$ cat config.mk
export PLATFORM = sky130hd
export DESIGN_NAME = matrix_multiply_unit
export DESIGN_NICKNAME = d
export VERILOG_FILES = /design/src/hdl/mmu_pkg.sv /design/src/hdl/mmu_store.sv /design/src/hdl/mmu_seq.sv /design/src/hdl/mmu_mac.sv /design/src/hdl/matrix_multiply_unit.sv
export SDC_FILE = /design/constraint.sdc
export NUM_CORES = 2
export LEC_CHECK = 0
export BUFFER_PORTS_ARGS = -buffer_cell sky130_fd_sc_hd__buf_2
export CELL_PAD_IN_SITES_DETAIL_PLACEMENT = 1
export CELL_PAD_IN_SITES_GLOBAL_PLACEMENT = 2
export CORE_AREA = 3 3 467 469
export DETAILED_ROUTE_END_ITERATION = 16
export DIE_AREA = 0 0 470 472
export MAX_ROUTING_LAYER = met4
export PLACE_DENSITY_LB_ADDON = 0.1
export SYNTH_ARGS = -nofsm -noshare
export SYNTH_HDL_FRONTEND = slang
export SYNTH_SLANG_ARGS = --single-unit
$ cat constraint.sdc
create_clock -name i_clk -period 5.9 [get_ports i_clk]
set_clock_uncertainty 0.2 [all_clocks]
set_input_delay 0.59 -clock i_clk [delete_from_list [all_inputs] [get_ports i_clk]]
set_output_delay 0.59 -clock i_clk [all_outputs]
set_load 0.005 [all_outputs]
$ cat src/hdl/mmu_pkg.sv
// ----------------------------------------------------------------------------
// mmu_pkg
// types, constants and helpers of the matrix multiply unit
// ----------------------------------------------------------------------------
package mmu_pkg;

    localparam int MAX_DIM = 8;
    localparam int DIM_W   = $clog2(MAX_DIM);
    localparam int ADDR_W  = 2 * DIM_W;
    localparam int DEPTH   = MAX_DIM * MAX_DIM;
    localparam int ELEM_W  = 16;
    localparam int PROD_W  = 2 * ELEM_W;
    localparam int ACC_W   = 36;
    localparam int CFG_W   = 4;
    localparam int CFG_IDX_W = 2;
    localparam int REQ_W   = 2;
    localparam int S_TDATA_W = 24;
    localparam int M_TDATA_W = 48;

    typedef enum logic [REQ_W-1:0] {
        REQ_WR_A    = 2'd0,
        REQ_WR_B    = 2'd1,
        REQ_COMPUTE = 2'd2
    } t_req;

    typedef enum logic [CFG_IDX_W-1:0] {
        CFG_ROWS_OF_A  = 2'd0,
        CFG_INNER_SIZE = 2'd1,
        CFG_COLS_OF_B  = 2'd2
    } t_cfg_idx;

    typedef enum logic [1:0] {
        ST_IDLE,
        ST_ISSUE,
        ST_WAIT
    } t_state;

    // tag that travels with one multiply through the read and multiply stages
    typedef struct packed {
        logic             valid;
        logic             first;
        logic             last;
        logic             last_run;
        logic [DIM_W-1:0] row;
        logic [DIM_W-1:0] col;
    } t_mac_ctl;

    // size register to last index, zero taken as one, large values clamped
    function automatic logic [DIM_W-1:0] last_index(input logic [CFG_W-1:0] dim);
        logic [DIM_W-1:0] res;
        if (dim == '0) begin
            res = '0;
        end else if (dim > CFG_W'(MAX_DIM)) begin
            res = DIM_W'(MAX_DIM - 1);
        end else begin
            res = DIM_W'(dim - CFG_W'(1));
        end
        return res;
    endfunction

endpackage

$ cat src/hdl/mmu_store.sv
// ----------------------------------------------------------------------------
// mmu_store
// element memories of the left and right matrix, one write and one
// registered read port each
// ----------------------------------------------------------------------------
module mmu_store
    import mmu_pkg::*;
(
    input  logic                     i_clk,
    input  logic                     i_wr_a,
    input  logic                     i_wr_b,
    input  logic [ADDR_W-1:0]        i_wr_addr,
    input  logic signed [ELEM_W-1:0] i_wr_data,
    input  logic                     i_rd_en,
    input  logic [ADDR_W-1:0]        i_rd_addr_a,
    input  logic [ADDR_W-1:0]        i_rd_addr_b,
    output logic signed [ELEM_W-1:0] o_rd_a,
    output logic signed [ELEM_W-1:0] o_rd_b
);

    logic signed [ELEM_W-1:0] r_mem_a [DEPTH];
    logic signed [ELEM_W-1:0] r_mem_b [DEPTH];
    logic signed [ELEM_W-1:0] r_rd_a;
    logic signed [ELEM_W-1:0] r_rd_b;

    always_ff @(posedge i_clk) begin
        if (i_wr_a) begin
            r_mem_a[i_wr_addr] <= i_wr_data;
        end
        if (i_rd_en) begin
            r_rd_a <= r_mem_a[i_rd_addr_a];
        end
    end

    always_ff @(posedge i_clk) begin
        if (i_wr_b) begin
            r_mem_b[i_wr_addr] <= i_wr_data;
        end
        if (i_rd_en) begin
            r_rd_b <= r_mem_b[i_rd_addr_b];
        end
    end

    assign o_rd_a = r_rd_a;
    assign o_rd_b = r_rd_b;

endmodule

$ cat src/hdl/mmu_seq.sv
// ----------------------------------------------------------------------------
// mmu_seq
// sequencer: walks i, j and k of one product and issues element reads
// ----------------------------------------------------------------------------
module mmu_seq
    import mmu_pkg::*;
(
    input  logic               i_clk,
    input  logic               i_rst_n,
    input  logic               i_start,
    input  logic [DIM_W-1:0]   i_m_last,
    input  logic [DIM_W-1:0]   i_k_last,
    input  logic [DIM_W-1:0]   i_n_last,
    input  logic               i_done,
    output logic               o_idle,
    output logic               o_rd_en,
    output logic [ADDR_W-1:0]  o_rd_addr_a,
    output logic [ADDR_W-1:0]  o_rd_addr_b,
    output t_mac_ctl           o_ctl
);

    t_state           r_state, n_state;
    logic [DIM_W-1:0] r_i, n_i;
    logic [DIM_W-1:0] r_j, n_j;
    logic [DIM_W-1:0] r_k, n_k;
    logic [DIM_W-1:0] r_ml, n_ml;
    logic [DIM_W-1:0] r_kl, n_kl;
    logic [DIM_W-1:0] r_nl, n_nl;

    always_ff @(posedge i_clk) begin
        if (!i_rst_n) begin
            r_state <= ST_IDLE;
        end else begin
            r_state <= n_state;
        end
    end

    always_ff @(posedge i_clk) begin
        r_i  <= n_i;
        r_j  <= n_j;
        r_k  <= n_k;
        r_ml <= n_ml;
        r_kl <= n_kl;
        r_nl <= n_nl;
    end

    always_comb begin
        n_state = r_state;
        n_i     = r_i;
        n_j     = r_j;
        n_k     = r_k;
        n_ml    = r_ml;
        n_kl    = r_kl;
        n_nl    = r_nl;
        o_idle  = 1'b0;
        o_rd_en = 1'b0;
        o_ctl   = '0;
        case (r_state)
            ST_IDLE: begin
                o_idle = 1'b1;
                if (i_start) begin
                    n_i     = '0;
                    n_j     = '0;
                    n_k     = '0;
                    n_ml    = i_m_last;
                    n_kl    = i_k_last;
                    n_nl    = i_n_last;
                    n_state = ST_ISSUE;
                end
            end
            ST_ISSUE: begin
                o_rd_en        = 1'b1;
                o_ctl.valid    = 1'b1;
                o_ctl.first    = (r_k == '0);
                o_ctl.last     = (r_k == r_kl);
                o_ctl.last_run = (r_k == r_kl) && (r_i == r_ml) && (r_j == r_nl);
                o_ctl.row      = r_i;
                o_ctl.col      = r_j;
                if (r_k == r_kl) begin
                    n_state = ST_WAIT;
                end else begin
                    n_k = r_k + DIM_W'(1);
                end
            end
            ST_WAIT: begin
                if (i_done) begin
                    if ((r_i == r_ml) && (r_j == r_nl)) begin
                        n_state = ST_IDLE;
                    end else begin
                        n_k = '0;
                        if (r_j == r_nl) begin
                            n_j = '0;
                            n_i = r_i + DIM_W'(1);
                        end else begin
                            n_j = r_j + DIM_W'(1);
                        end
                        n_state = ST_ISSUE;
                    end
                end
            end
            default: begin
                n_state = ST_IDLE;
            end
        endcase
    end

    assign o_rd_addr_a = {r_i, r_k};
    assign o_rd_addr_b = {r_k, r_j};

endmodule

$ cat src/hdl/mmu_mac.sv
// ----------------------------------------------------------------------------
// mmu_mac
// shared multiply-accumulate unit with the result output register
// ----------------------------------------------------------------------------
module mmu_mac
    import mmu_pkg::*;
(
    input  logic                     i_clk,
    input  logic                     i_rst_n,
    input  t_mac_ctl                 i_ctl,
    input  logic signed [ELEM_W-1:0] i_a,
    input  logic signed [ELEM_W-1:0] i_b,
    input  logic                     i_out_ready,
    output logic                     o_done,
    output logic                     o_out_valid,
    output logic [ACC_W-1:0]         o_out_value,
    output logic [DIM_W-1:0]         o_out_row,
    output logic [DIM_W-1:0]         o_out_col,
    output logic                     o_out_last
);

    t_mac_ctl                 r_s1;
    t_mac_ctl                 r_s2;
    logic signed [PROD_W-1:0] r_prod;
    logic [ACC_W-1:0]         r_acc, n_acc;
    logic                     r_hold;
    logic [DIM_W-1:0]         r_hold_row;
    logic [DIM_W-1:0]         r_hold_col;
    logic                     r_hold_last;
    logic                     r_out_valid;
    logic [ACC_W-1:0]         r_out_value;
    logic [DIM_W-1:0]         r_out_row;
    logic [DIM_W-1:0]         r_out_col;
    logic                     r_out_last;
    logic [ACC_W-1:0]         prod_ext;
    logic                     out_free;

    assign prod_ext = {{(ACC_W - PROD_W){r_prod[PROD_W-1]}}, r_prod};
    assign n_acc    = r_s2.first ? prod_ext : r_acc + prod_ext;
    assign out_free = !r_out_valid || i_out_ready;
    assign o_done   = r_hold && out_free;

    always_ff @(posedge i_clk) begin
        if (!i_rst_n) begin
            r_s1        <= '0;
            r_s2        <= '0;
            r_hold      <= 1'b0;
            r_out_valid <= 1'b0;
        end else begin
            r_s1 <= i_ctl;
            r_s2 <= r_s1;
            if (o_done) begin
                r_hold <= 1'b0;
            end else if (r_s2.valid && r_s2.last) begin
                r_hold <= 1'b1;
            end
            if (o_done) begin
                r_out_valid <= 1'b1;
            end else if (i_out_ready) begin
                r_out_valid <= 1'b0;
            end
        end
    end

    always_ff @(posedge i_clk) begin
        r_prod <= i_a * i_b;
        if (r_s2.valid) begin
            r_acc <= n_acc;
        end
        if (r_s2.valid && r_s2.last) begin
            r_hold_row  <= r_s2.row;
            r_hold_col  <= r_s2.col;
            r_hold_last <= r_s2.last_run;
        end
        if (o_done) begin
            r_out_value <= r_acc;
            r_out_row   <= r_hold_row;
            r_out_col   <= r_hold_col;
            r_out_last  <= r_hold_last;
        end
    end

    assign o_out_valid = r_out_valid;
    assign o_out_value = r_out_value;
    assign o_out_row   = r_out_row;
    assign o_out_col   = r_out_col;
    assign o_out_last  = r_out_last;

endmodule

$ cat src/hdl/matrix_multiply_unit.sv
// ----------------------------------------------------------------------------
// matrix_multiply_unit
// fixed-point matrix product C = A * B, Q8.8 elements, Q20.16 results
//
// channel   dir  handshake                      payload
// s_axis    in   s_axis_tvalid / s_axis_tready  tuser req_type, tdata row, col, value
// m_axis    out  m_axis_tvalid / m_axis_tready  tdata value, row, col; tlast last
// cfg       in   i_cfg_valid / o_cfg_ready      i_cfg_index, i_cfg_data
//
// a load item is written when accepted; a compute item walks M*N results,
// each reading K element pairs through the read, multiply and accumulate
// stages of the single multiply-accumulate unit, and waits if m_axis stalls
// s_axis_tready is low while a product is being walked
// a result waiting in the output register does not block the next item
// synchronous active-low reset; element memories are not cleared
// ----------------------------------------------------------------------------
module matrix_multiply_unit
    import mmu_pkg::*;
(
    input  logic                 i_clk,
    input  logic                 i_rst_n,
    input  logic                 s_axis_tvalid,
    output logic                 s_axis_tready,
    input  logic [S_TDATA_W-1:0] s_axis_tdata,  // row_index, col_index, element_value, pad
    input  logic [REQ_W-1:0]     s_axis_tuser,  // req_type
    output logic                 m_axis_tvalid,
    input  logic                 m_axis_tready,
    output logic [M_TDATA_W-1:0] m_axis_tdata,  // product_value, out_row, out_col, pad
    output logic                 m_axis_tlast,
    input  logic                 i_cfg_valid,
    output logic                 o_cfg_ready,
    input  logic [CFG_IDX_W-1:0] i_cfg_index,
    input  logic [CFG_W-1:0]     i_cfg_data
);

    logic [CFG_W-1:0]         r_rows_of_a;
    logic [CFG_W-1:0]         r_inner_size;
    logic [CFG_W-1:0]         r_cols_of_b;
    logic                     in_accept;
    logic                     cfg_accept;
    logic [DIM_W-1:0]         in_row;
    logic [DIM_W-1:0]         in_col;
    logic signed [ELEM_W-1:0] in_value;
    logic                     wr_a;
    logic                     wr_b;
    logic                     start;
    logic                     seq_idle;
    logic                     rd_en;
    logic [ADDR_W-1:0]        rd_addr_a;
    logic [ADDR_W-1:0]        rd_addr_b;
    logic signed [ELEM_W-1:0] rd_a;
    logic signed [ELEM_W-1:0] rd_b;
    t_mac_ctl                 mac_ctl;
    logic                     mac_done;
    logic [ACC_W-1:0]         out_value;
    logic [DIM_W-1:0]         out_row;
    logic [DIM_W-1:0]         out_col;

    assign o_cfg_ready = 1'b1;
    assign cfg_accept  = i_cfg_valid && o_cfg_ready;

    always_ff @(posedge i_clk) begin
        if (!i_rst_n) begin
            r_rows_of_a  <= CFG_W'(MAX_DIM);
            r_inner_size <= CFG_W'(MAX_DIM);
            r_cols_of_b  <= CFG_W'(MAX_DIM);
        end else if (cfg_accept) begin
            case (i_cfg_index)
                CFG_ROWS_OF_A:  r_rows_of_a  <= i_cfg_data;
                CFG_INNER_SIZE: r_inner_size <= i_cfg_data;
                CFG_COLS_OF_B:  r_cols_of_b  <= i_cfg_data;
                default: ;
            endcase
        end
    end

    assign s_axis_tready = seq_idle;
    assign in_accept     = s_axis_tvalid && s_axis_tready;
    assign in_row        = s_axis_tdata[DIM_W-1:0];
    assign in_col        = s_axis_tdata[2*DIM_W-1:DIM_W];
    assign in_value      = s_axis_tdata[2*DIM_W+ELEM_W-1:2*DIM_W];

    always_comb begin
        wr_a  = 1'b0;
        wr_b  = 1'b0;
        start = 1'b0;
        case (t_req'(s_axis_tuser))
            REQ_WR_A:    wr_a  = in_accept;
            REQ_WR_B:    wr_b  = in_accept;
            REQ_COMPUTE: start = in_accept;
            default: ;
        endcase
    end

    mmu_store u_store (
        .i_clk       (i_clk),
        .i_wr_a      (wr_a),
        .i_wr_b      (wr_b),
        .i_wr_addr   ({in_row, in_col}),
        .i_wr_data   (in_value),
        .i_rd_en     (rd_en),
        .i_rd_addr_a (rd_addr_a),
        .i_rd_addr_b (rd_addr_b),
        .o_rd_a      (rd_a),
        .o_rd_b      (rd_b)
    );

    mmu_seq u_seq (
        .i_clk       (i_clk),
        .i_rst_n     (i_rst_n),
        .i_start     (start),
        .i_m_last    (last_index(r_rows_of_a)),
        .i_k_last    (last_index(r_inner_size)),
        .i_n_last    (last_index(r_cols_of_b)),
        .i_done      (mac_done),
        .o_idle      (seq_idle),
        .o_rd_en     (rd_en),
        .o_rd_addr_a (rd_addr_a),
        .o_rd_addr_b (rd_addr_b),
        .o_ctl       (mac_ctl)
    );

    mmu_mac u_mac (
        .i_clk       (i_clk),
        .i_rst_n     (i_rst_n),
        .i_ctl       (mac_ctl),
        .i_a         (rd_a),
        .i_b         (rd_b),
        .i_out_ready (m_axis_tready),
        .o_done      (mac_done),
        .o_out_valid (m_axis_tvalid),
        .o_out_value (out_value),
        .o_out_row   (out_row),
        .o_out_col   (out_col),
        .o_out_last  (m_axis_tlast)
    );

    assign m_axis_tdata = {{(M_TDATA_W - ACC_W - 2 * DIM_W){1'b0}}, out_col, out_row, out_value};

endmodule

==> reports/metrics.yaml <==
fin_util: 0.517
synthCells: 4813
setup_viol: 6
fmax_mhz: 167
ant_nets: 0
drive_above_1_share: 0.294
gp_congestion: 0.780
cts.clk_slew.worst_paths_ns: 0.06
tns_ns: -0.235
clock_tree.root_cell: "clkbuf_16"
p_leak_nw: 37.2
clock_latency_ns: 0.88
slew-limit-headroom: 0.187
required_ns: 6.43
die_x_um: 470
cts_tree: "done"
ys_warn_count: 0
netlist_area_um2: 96300
r2r_end: "u_mac.r_prod[31]"
synth_edf_count: 2184
area_growth_pct: 15.2
drtIter0Drc: 4627
avgRoutedWirePerCell_um: 29.7
layout_setup_ws_ns: -0.0936
synth_top_area_cell: "edfxtp_1"
numCtsBuffers: 232
drc_errors: 0
critPathLaunchType: "flip-flop"
power.total_mw: 44.4
overflow: 0
numPortBuffers: 79
grt_pass1_vias: 50152
antenna_found_initial: 28
core_area_um2: 214000
initial_core_util: 0.449
yosys-top-cells-area: "edfxtp_1 68%, mux4_2 16%, fa_1 5.5%"
rows: 170
regToRegStartpoint: "u_store.o_rd_b[3]"
syn_avg_cell_area_um2: 20.0
fin_hold_ws_ns: 0.0555
synth_top_area_share: 0.681
vias: 47245
synth_seq_cells: 2252
async_reset_ff_frac: 0
final_cell_mix: "2184 x edfxtp_1, 672 x mux4_2, 322 x inv_1"
maxCapViolCount: 0
worstMarginPinSlew_ns: 1.22
report.final.slew_viol_count: 0
hold_viol: 0
clockBufferDepth: 3
ir_drop_mv: 0.494
min_path_type: "input port to flip-flop"
fillerInstances: 19108
fp.dieH_um: 472
nets: 5704
viasPerCell: 5.67
critPathCaptureType: "flip-flop"
cp_max_fo: 7
status: "complete, but fails checks"
ys_types: 69
startpoint: "u_store.o_rd_b[3]"
post-place-ws_ns: -0.434
grt_setup_unrepaired: "yes"
io_pins: 89
crit_type: "flip-flop to flip-flop"
crit_arrival_ns: 6.52
wl_um: 248000
grt_first_pass_wirelength_um: 363000
grt_max_degree: 107
die_area_um2: 222000
layout_commonest_cell: "edfxtp_1"
htree_levels: 4
clkSinkCount: 2252
synth_seq_area_share: 0.695
rr_worst_depth: 22
rrSetupSlack_ns: -0.09
period_share: 1.02
synth-main-ff-cell: "edfxtp_1"
violations: "setup timing"
grt_util_all_layers: 0.232
powerDensity_nw_per_um2: 401
dpl.hpwl_um: 155000
min_period_ns: 5.99
dr.pass1.iters: 7
critical_path.endpoint: "u_mac.r_prod[31]"
-- metrics by stage --
stage,instance area (µm²),instances
after floorplan,96400,4818
after global placement,102000,7845
after detailed placement,102000,7845
after CTS,110000,8307
after global routing,111000,8324
final,111000,8332
-- area by class of cell --
class                   instances  area, µm²  area share
well taps                    2838       3550      0.0320
flip-flops and latches       2252      66900       0.604
repair buffers                445       3610      0.0325
diodes                         11       27.5    0.000248
multi-input cells            2007      27800       0.251
clock buffers                 292       6100      0.0550
inverters                     342       1280      0.0116
clock inverters               145       1550      0.0140
-- cell usage after synthesis (3+ instances only) --
cell      instances
or3_1             4
buf_1            28
nor2b_1          17
and2_1          148
nand3b_1          6
nand2b_1         13
xor2_1           27
clkbuf_1        123
mux4_2          672
nand2_1         196
buf_4             7
nor3b_1           7
nor3_1            9
fa_1            263
o211ai_1          3
dfxtp_1          68
xnor2_1          48
a221o_1           3
mux2i_1          12
nand3_1          23
o21a_1            9
a31oi_1           6
buf_2            57
o31ai_1           4
o21ai_1          10
a21oi_1          57
a211oi_1          3
and3_1           11
inv_1           341
a21o_1           19
nor4_1            3
a21boi_0          3
edfxtp_1       2184
o21ai_0          52
nor2_1          198
ha_1            124
o21bai_1         11
-- state kept, by name, indices dropped and copies added, names as in the netlist, 4 cells and up --
signal	flops
u_store.r_mem_b	1024
u_store.r_mem_a	1024
u_store.o_rd_b	16
u_mac.o_out_value	36
r_rows_of_a	4
u_mac.r_s1	10
u_mac.r_prod	32
r_cols_of_b	4
r_inner_size	4
u_mac.r_s2	10
u_mac.r_acc	36
u_store.o_rd_a	16
-- critical path: stages (launching register included) --
cell,delay (ns)
edfxtp_1,0.44
buf_12,0.18
and2_4,0.16
fa_2,0.62
buf_6,0.13
fa_2,0.44
buf_4,0.16
fa_2,0.57
fa_1,0.44
fa_1,0.49
inv_1,0.05
fa_1,0.47
inv_1,0.06
ha_4,0.22
buf_4,0.13
inv_2,0.05
o21bai_1,0.08
a21oi_2,0.16
nor3b_4,0.23
a31oi_4,0.12
a211o_1,0.29
a21oi_2,0.15
xnor2_1,0.08
-- power by group --
| group | total (mW) | internal (mW) | leakage [nW] | switching, mW |
|---|---|---|---|---|
| Sequential | 18.0 | 17.9 | 20.2 | 0.128 |
| Clock | 14.7 | 8.41 | 3.72 | 6.28 |
| Combinational | 11.7 | 5.65 | 13.3 | 6.07 |
-- how the worst min path moves through the flow --
stage | from | endpoint | slack (ns) | cells past startpoint
floorplan | u_mac.r_s2[0] | u_mac.r_hold_col[0] | 0.19 | 0
global placement | u_mac.r_s2[3] | u_mac.r_hold_row[0] | 0.19 | 0
detailed placement | u_mac.r_s2[4] | u_mac.r_hold_row[1] | 0.19 | 0
CTS | s_axis_tdata[19] | u_store.r_mem_b[62][13] | 0.01 | 1
global route | s_axis_tdata[19] | u_store.r_mem_b[46][13] | 0.05 | 1
finish | s_axis_tdata[19] | u_store.r_mem_b[63][13] | 0.06 | 1
-- timing repair --
action                                  4_1_cts  5_1_grt
endpoints found under the hold margin        51        0
hold buffers                                 13        0
gates resized for setup                      76       68
endpoints found under the setup margin       13       12
buffers inserted                             12       12
pin swaps                                    29       67
gates cloned                                  1        2
-- per-layer routing --
layer | GRT usage | routed length, µm | vias to the layer above
li1 | - | - | 19851
met1 | 0.334 | 109000 | 25776
met2 | 0.359 | 119000 | 1330
met3 | 0.0353 | 15000 | 288
met4 | 0.0446 | 4430 | 0
met5 | - | 0 | -
-- kinds of logic (layout without fill, tap and decap cells) --
group	Yosys count	in the layout	share of synthesized area
flops	2252	2252	0.695
fa+ha+maj	387	387	0.0708
simple gates	650	650	0.0321
xor+xnor	75	75	0.00682
mux	685	685	0.158
compound gates	203	203	0.0137
other cells	2	18	0.0000780
buf+inv	559	1224	0.0230
Note: power is estimated with default switching activity, not from simulation.
